<file path="config.mk">
export PLATFORM = sky130hd
export DESIGN_NAME = keypad_matrix_scan_iir_filter
export DESIGN_NICKNAME = d
export VERILOG_FILES = /design/src/rtl/kmsif_pkg.sv /design/src/rtl/keypad_matrix_scan_iir_filter.sv
export VERILOG_INCLUDE_DIRS = /design/src /design/src/rtl
export SDC_FILE = /design/constraint.sdc
export NUM_CORES = 2
export LEC_CHECK = 0
export ABC_AREA = 0
export CORE_MARGIN = 2
export CORE_UTILIZATION = 40
export DETAILED_ROUTE_END_ITERATION = 8
export DONT_BUFFER_PORTS = 1
export MAX_ROUTING_LAYER = met4
export PLACE_DENSITY_LB_ADDON = 0.25
export SKIP_LAST_GASP = 1
export SYNTH_ARGS = -nofsm -noshare
export SYNTH_HDL_FRONTEND = slang
export SYNTH_SLANG_ARGS = --single-unit
</file>
<file path="constraint.sdc">
create_clock -name clk -period 7.45 [get_ports clk]
set_input_delay 0.3725 -clock clk [delete_from_list [all_inputs] [get_ports clk]]
set_output_delay 0.3725 -clock clk [all_outputs]
set_load 0.01 [all_outputs]
</file>
<file path="src/rtl/keypad_matrix_scan_iir_filter_defines.svh">
// Assertion macros for the key matrix scan filter.
// No dependencies; taken in by the top level.
`ifndef KEYPAD_MATRIX_SCAN_IIR_FILTER_DEFINES_SVH
`define KEYPAD_MATRIX_SCAN_IIR_FILTER_DEFINES_SVH

`ifndef SYNTH
// Clocked check, muted while reset is asserted.
`define KMSIF_ASSERT(label, prop, msg) \
  label: assert property (@(posedge clk) disable iff (!rst_n) (prop)) else $error(msg);
// Clocked check that also holds through reset.
`define KMSIF_ASSERT_ALWAYS(label, prop, msg) \
  label: assert property (@(posedge clk) (prop)) else $error(msg);
`else
`define KMSIF_ASSERT(label, prop, msg)
`define KMSIF_ASSERT_ALWAYS(label, prop, msg)
`endif

`endif

</file>
<file path="src/rtl/kmsif_pkg.sv">
// Shared constants and helpers for the key matrix scan filter.
// No dependencies.
package kmsif_pkg;

  localparam int DEF_COLUMNS   = 8;
  localparam int DEF_ROWS      = 8;

  // Averaging length is a power of two, so the divide is a shift.
  localparam int FILTER_SHIFT  = 3;
  localparam int FILTER_LENGTH = 1 << FILTER_SHIFT;

  localparam int SAMPLE_W = 12;
  localparam int LEVEL_W  = 16;
  localparam int POS_W    = 3;
  localparam int FRAME_W  = 32;
  localparam int SUM_W    = LEVEL_W + 1;
  localparam int ACC_W    = LEVEL_W + FILTER_SHIFT;

  // (r << 4) + (r >> 8): the low nibble of r << 4 is zero, so this is a concatenation.
  function automatic logic [LEVEL_W-1:0] widen_reading(input logic [SAMPLE_W-1:0] r);
    return {r, r[SAMPLE_W-1 -: 4]};
  endfunction

endpackage

</file>
<file path="src/rtl/keypad_matrix_scan_iir_filter.sv">
// Key matrix scanner with a per-key recursive (IIR) averaging filter held in a local RAM.
// Depends on kmsif_pkg and keypad_matrix_scan_iir_filter_defines.svh.
//
// Usage:
//   Input channel (in_valid/in_ready): one transaction per key visit, carrying two
//   12-bit converter readings for the key at the current scan position. Positions
//   run column-major: row advances on every transaction, column when the row wraps.
//   Output channel (out_valid/out_ready): exactly one transaction per input, giving
//   the column and row visited (low 3 bits), the key's new filtered level
//   (old*6 + a + b)/8, the completed-frame count including this visit, and a flag
//   on the last key of a scan.
//   Throughput: one transaction per cycle sustained while out_ready stays high. The
//   accepting edge loads the RAM-read stage and reads the level RAM (synchronous read);
//   when that stage moves on, the new level is written back and into the output register.
//   Back-to-back visits to the same key (single-key matrix) are forwarded from the
//   write-back path, so the RAM never returns a stale level.
//   Reset (rst_n low, synchronous) returns the scan to column 0 / row 0, clears the
//   frame counter and the per-key valid flags, so every key reads as zero; no
//   clearing pass is needed and input is accepted straight after reset.
//   When the receiver stalls, the result waits in the output register while one
//   further transaction may sit in the RAM-read stage; only then does in_ready drop.
module keypad_matrix_scan_iir_filter #(
  parameter int COLUMNS = kmsif_pkg::DEF_COLUMNS,
  parameter int ROWS    = kmsif_pkg::DEF_ROWS
) (
  input  logic                             clk,
  input  logic                             rst_n,
  input  logic                             in_valid,
  output logic                             in_ready,
  input  logic [kmsif_pkg::SAMPLE_W-1:0]   in_sample_first,
  input  logic [kmsif_pkg::SAMPLE_W-1:0]   in_sample_second,
  output logic                             out_valid,
  input  logic                             out_ready,
  output logic [kmsif_pkg::POS_W-1:0]      out_drive_column,
  output logic [kmsif_pkg::POS_W-1:0]      out_sense_row,
  output logic [kmsif_pkg::LEVEL_W-1:0]    out_filtered_level,
  output logic [kmsif_pkg::FRAME_W-1:0]    out_frame_count,
  output logic                             out_frame_end
);

`include "keypad_matrix_scan_iir_filter_defines.svh"

  localparam int KEY_COUNT = COLUMNS * ROWS;
  localparam int CW = (COLUMNS > 1) ? $clog2(COLUMNS) : 1;
  localparam int RW = (ROWS > 1) ? $clog2(ROWS) : 1;
  localparam int IW = (KEY_COUNT > 1) ? $clog2(KEY_COUNT) : 1;
  localparam int LW = kmsif_pkg::LEVEL_W;
  localparam int AW = kmsif_pkg::ACC_W;
  localparam int FW = kmsif_pkg::FRAME_W;

  // ---------------- scan position and frame counter ----------------
  logic [CW-1:0] col_r, col_nxt;
  logic [RW-1:0] row_r, row_nxt;
  logic [IW-1:0] key_idx_r, key_idx_nxt;   // linear address col*ROWS + row
  logic [FW-1:0] frames_r, frames_nxt;
  logic          row_last, col_last, scan_last;

  // ---------------- RAM-read stage ----------------
  logic                        s1_valid_r;
  logic [CW-1:0]               s1_col_r;
  logic [RW-1:0]               s1_row_r;
  logic [IW-1:0]               s1_idx_r;
  logic [kmsif_pkg::SUM_W-1:0] s1_sum_r;
  logic [FW-1:0]               s1_frames_r;
  logic                        s1_last_r;
  logic                        s1_adv;

  // ---------------- level store ----------------
  logic [LW-1:0]        key_mem [KEY_COUNT];
  logic [KEY_COUNT-1:0] key_valid_r;      // cleared at reset; unwritten keys read zero
  logic [LW-1:0]        mem_rdata_r;
  logic                 rd_valid_r;
  logic                 fwd_valid_r;
  logic [LW-1:0]        fwd_data_r;
  logic                 fwd_hit;

  // ---------------- filter arithmetic ----------------
  logic [LW-1:0] old_level;
  logic [AW-1:0] acc;
  logic [LW-1:0] level_nxt;

  // ---------------- output register ----------------
  logic          out_valid_r;
  logic [CW-1:0] out_col_r;
  logic [RW-1:0] out_row_r;
  logic [LW-1:0] out_level_r;
  logic [FW-1:0] out_frames_r;
  logic          out_last_r;

  logic in_accept;
  logic [kmsif_pkg::SUM_W-1:0] sample_sum;

  // Handshake: stage 1 moves on whenever the output register is free or draining.
  assign s1_adv    = s1_valid_r && (!out_valid_r || out_ready);
  assign in_ready  = !s1_valid_r || s1_adv;
  assign in_accept = in_valid && in_ready;

  // Scan position advance
  assign row_last  = (row_r == RW'(ROWS - 1));
  assign col_last  = (col_r == CW'(COLUMNS - 1));
  assign scan_last = row_last && col_last;

  always_comb begin
    row_nxt     = row_last ? '0 : row_r + RW'(1);
    col_nxt     = row_last ? (col_last ? '0 : col_r + CW'(1)) : col_r;
    key_idx_nxt = scan_last ? '0 : key_idx_r + IW'(1);
    frames_nxt  = scan_last ? frames_r + FW'(1) : frames_r;
  end

  assign sample_sum = kmsif_pkg::SUM_W'(kmsif_pkg::widen_reading(in_sample_first))
                    + kmsif_pkg::SUM_W'(kmsif_pkg::widen_reading(in_sample_second));

  // Write in this cycle to the key being read: take the new level directly.
  assign fwd_hit = s1_adv && (s1_idx_r == key_idx_r);

  always_ff @(posedge clk) begin
    if (!rst_n) begin
      col_r      <= '0;
      row_r      <= '0;
      key_idx_r  <= '0;
      frames_r   <= '0;
      s1_valid_r <= 1'b0;
    end else begin
      if (in_accept) begin
        col_r      <= col_nxt;
        row_r      <= row_nxt;
        key_idx_r  <= key_idx_nxt;
        frames_r   <= frames_nxt;
        s1_valid_r <= 1'b1;
      end else if (s1_adv) begin
        s1_valid_r <= 1'b0;
      end
    end
  end

  // Stage-1 payload
  always_ff @(posedge clk) begin
    if (in_accept) begin
      s1_col_r    <= col_r;
      s1_row_r    <= row_r;
      s1_idx_r    <= key_idx_r;
      s1_sum_r    <= sample_sum;
      s1_frames_r <= frames_nxt;
      s1_last_r   <= scan_last;
      rd_valid_r  <= key_valid_r[key_idx_r];
      fwd_valid_r <= fwd_hit;
      fwd_data_r  <= level_nxt;
    end
  end

  // Level RAM: one read port, one write port
  always_ff @(posedge clk) begin
    if (in_accept) begin
      mem_rdata_r <= key_mem[key_idx_r];
    end
  end

  always_ff @(posedge clk) begin
    if (s1_adv) begin
      key_mem[s1_idx_r] <= level_nxt;
    end
  end

  always_ff @(posedge clk) begin
    if (!rst_n) begin
      key_valid_r <= '0;
    end else if (s1_adv) begin
      key_valid_r[s1_idx_r] <= 1'b1;
    end
  end

  // Filter: (old*(L-2) + a + b) / L
  always_comb begin
    if (fwd_valid_r) begin
      old_level = fwd_data_r;
    end else if (rd_valid_r) begin
      old_level = mem_rdata_r;
    end else begin
      old_level = '0;
    end
    acc       = AW'(old_level) * AW'(kmsif_pkg::FILTER_LENGTH - 2) + AW'(s1_sum_r);
    level_nxt = acc[AW-1 -: LW];
  end

  // Output register
  always_ff @(posedge clk) begin
    if (!rst_n) begin
      out_valid_r <= 1'b0;
    end else if (s1_adv) begin
      out_valid_r <= 1'b1;
    end else if (out_ready) begin
      out_valid_r <= 1'b0;
    end
  end

  always_ff @(posedge clk) begin
    if (s1_adv) begin
      out_col_r    <= s1_col_r;
      out_row_r    <= s1_row_r;
      out_level_r  <= level_nxt;
      out_frames_r <= s1_frames_r;
      out_last_r   <= s1_last_r;
    end
  end

  assign out_valid          = out_valid_r;
  assign out_drive_column   = kmsif_pkg::POS_W'(out_col_r);
  assign out_sense_row      = kmsif_pkg::POS_W'(out_row_r);
  assign out_filtered_level = out_level_r;
  assign out_frame_count    = out_frames_r;
  assign out_frame_end      = out_last_r;

  // ---------------- assertions ----------------
  `KMSIF_ASSERT(a_idx_track,
    32'(key_idx_r) == 32'(col_r) * 32'(ROWS) + 32'(row_r),
    "scan address out of step with column and row")
  `KMSIF_ASSERT(a_frame_hold,
    in_accept && !scan_last |=> frames_r == $past(frames_r),
    "frame counter moved away from the end of a scan")
  `KMSIF_ASSERT(a_end_pos,
    out_valid && out_frame_end |->
      out_sense_row == kmsif_pkg::POS_W'(ROWS - 1) &&
      out_drive_column == kmsif_pkg::POS_W'(COLUMNS - 1),
    "frame end flagged away from the last key")
  `KMSIF_ASSERT(a_stall_block,
    s1_valid_r && !s1_adv |=> $stable(s1_idx_r) && $stable(s1_sum_r),
    "read stage overwritten while stalled")

endmodule

</file>
==> results.txt <==
antenna violations before repair = 5
clk_lat worst skew = 0.73 ns
largest family of logic cells by synthesized area = multiplexers
share of synthesized registers carrying an async set or reset = 0
worst setup path startpoint = fwd_valid_r$_DFFE_PP_
CP Launch Type = flop
YS warnings = 0
DRC = 0
Final Critical Period = 5.99 ns
io pins = 85
run status = finished, final reports clean
Achievable Freq = 0.167 GHz
fill count = 10400
most common cell after layout, fill and taps aside = edfxtp_1
Num CTS Buffers = 131
detailed-route via count = 24500
1st-iter DRT viols = 2439
Synth cell types = 61
die width = 360 um
DRT Pass-1 Iters = 5
PD cells = 369 nW/um^2
syn_nets = 2537
IO buf count = 0
post_cts resized = 0
die footprint = 129000 sq um
final hold viol count = 0
adder-cell share of the synthesized area = 0.0129
RSZ-0062 raised after global routing = false
routed wire length = 120000 um
leak pwr = 18.2 nW
worst slew pin tran = 1.05 ns
layout cell share with drive strength beyond 1 = 0.252
EDFF count, synth = 1174
initial core utilization = 0.403
Finished Layout Cells = 4343
register area share after synthesis = 0.740
vias per inst = 5.63
# setup viols final = 0
GPL Wtd Cong = 0.858
Max Slew Vio Count = 0
Setup Skew = 0.0282 ns
FF+latch count, synth = 1284
grt total ovfl = 0
worst-path cell chain = buf_4, nor2b_1, buf_4, a22o_1, ha_1, inv_1, fa_1, nand2b_1, a21oi_1, nand4_1, nand4b_1, a21oi_1, xnor2_1, ha_1, a21o_1, a21o_1, a21o_1, a32oi_1, o21ai_1, a221o_1, xor2_4, buf_4
row count = 130
largest net degree at the start of global routing = 121
Area growth, synth to finish = 13.7%
clk sinks = 1284
Avg Synthesized Cell Area = 20.6 sq um
Post-Syn Instances = 2458
most frequent cells in the layout = 1174 x edfxtp_1, 350 x mux4_2, 139 x clkbuf_16, 106 x nor2_1, 105 x dfxtp_1
Main synth FF type = edfxtp_1
total setup buffers inserted after CTS = 0
worst setup path category = reg -> reg
total track usage = 0.191
Max Cap Viol = 0
setup TNS = 0 ns
Final Cycle Share = 0.804
TritonCTS clock tree = yes
Largest stage delay, worst path = 0.67 ns
Synth Cell Area = 50600 sq um
clk slew on worst S/H paths = 0.06 ns
Worst path top cell family by delay = compound AO/OA/AOI/OAI gates
CP arrival = 6.51 ns
root buffer cell = clkbuf_16
HPWL Detailed = 66500 um
CP endpoint kind = flop
maximum vdd drop = 0.433 mV
slowest cell on the critical path = xor2_4
maximum root-to-sink buffer count = 3
Routed Antenna Nets = 0
Worst slew margin = 0.299
Placeable Area = 126000 sq um
complex-gate fraction of the synthesized area = 0.0291
vias in the first global route = 25200
worst reg2reg path startpoint = fwd_valid_r$_DFFE_PP_
CP Max Fanout = 34
Worst Hold Launch = in_sample_second[9]
XOR/XNOR Fraction of Synth Area = 0.0175
Simple-Gate Fraction of Synth Area = 0.0312
CTS H-tree lvls = 4
placed cells = 4093
global-route wire length before repair = 174000 um
Critical Path RT = 7.97 ns
mux share of post-synthesis cell area = 0.157
nets = 2660
cts hold-fix bufs = 4
Bufs and invs on worst path = 4
HP Class = in -> reg
Die Y = 360 um
WL/cell = 27.6 um
==> through the flow <==
step	setup WS (ns)	instance area, sq um	hold slack (ns)	utilization	total power, mW
floorplan	0.982	50600	0.400	-	13.1
global placement	1.69	53100	0.401	0.423	14.5
detailed placement	1.50	53100	0.405	0.423	14.8
CTS	1.48	57500	0.0258	0.458	21.4
global route	1.02	57500	0.0507	0.458	22.1
finish	1.46	57500	0.0546	0.458	21.2
==> layout make-up <==
class,count,area [sq um],area share
Sequential cell,1284,37500,0.651
Multi-Input combinational cell,1040,12700,0.221
Clock buffer,175,3660,0.0637
Tap cell,1650,2060,0.0359
Timing Repair Buffer,103,871,0.0151
Clock inverter,65,672,0.0117
Inverter,21,81.3,0.00141
Antenna cell,5,12.5,0.000217
==> routing by layer <==
layer / vias up / routed length [um] / track usage
met4: 0 / 2540 / 0.0506
li1: 10300 / - / -
met1: 13200 / 49800 / 0.251
met2: 762 / 60400 / 0.313
met5: - / 0 / -
met3: 177 / 7150 / 0.0294
==> synth_stat cells (all sizes together), types with 21 or more instances <==
library cell,count,share of area
a21oi,28,0.0028
and2,26,0.0032
buf,60,0.0063
clkbuf,53,0.0039
dfxtp,110,0.044
edfxtp,1174,0.70
ha,49,0.012
inv,21,0.0016
mux4,350,0.16
nand2,62,0.0046
nand3,25,0.0026
nor2,110,0.0083
nor3,21,0.0021
o21a,73,0.011
o21ai,31,0.0031
xnor2,62,0.011
xor2,39,0.0068
==> where the power goes <==
part | leakage, nW | internal, mW | switching (mW) | total [mW]
Sequential | 11.6 | 10.5 | 0.124 | 10.7
Combinational | 4.46 | 0.887 | 3.11 | 4.00
Clock | 2.12 | 3.86 | 2.73 | 6.58
Total | 18.2 | 15.3 | 5.96 | 21.2
==> state kept, by name, indices dropped and copies added (netlist names), 16 cells and up <==
name	count
key_mem	1024
key_valid_r	64
frames_r	32
out_frame_count	32
fwd_data_r	16
mem_rdata_r	16
s1_sum_r	16
out_filtered_level	16
s1_frames_r	32
==> cells by family after synthesis <==
| group | Yosys count |
|---|---|
| multiplexers | 358 |
| XOR/XNOR | 101 |
| AO/OA/AOI/OAI | 208 |
| AND/OR/NAND/NOR | 322 |
| adder cells (fa/ha/maj) | 51 |
| buffers and inverters | 134 |
| flip-flops | 1284 |
==> worst reg2reg max path, delay by kind of cell, from the launching register on <==
| kind | cells | cell delay, ns |
|---|---|---|
| adder cells (fa/ha/maj) | 3 | 1.03 |
| flip-flops | 1 | 0.38 |
| AO/OA/AOI/OAI | 9 | 1.94 |
| XOR/XNOR | 2 | 0.81 |
| buffers and inverters | 4 | 0.99 |
| AND/OR/NAND/NOR | 4 | 0.64 |
==> path summary, 6_finish.rpt <==
path | cells after the start | slack, ns | end
max reg2reg | 22 | 1.46 | key_mem[58][14]$_DFFE_PP_
min reg2reg | 0 | 0.42 | out_frame_count[11]$_DFFE_PP_
max | 22 | 1.46 | key_mem[58][14]$_DFFE_PP_
min | 3 | 0.05 | s1_sum_r[1]$_DFFE_PP_
Note: power is estimated with default switching activity, not from simulation.
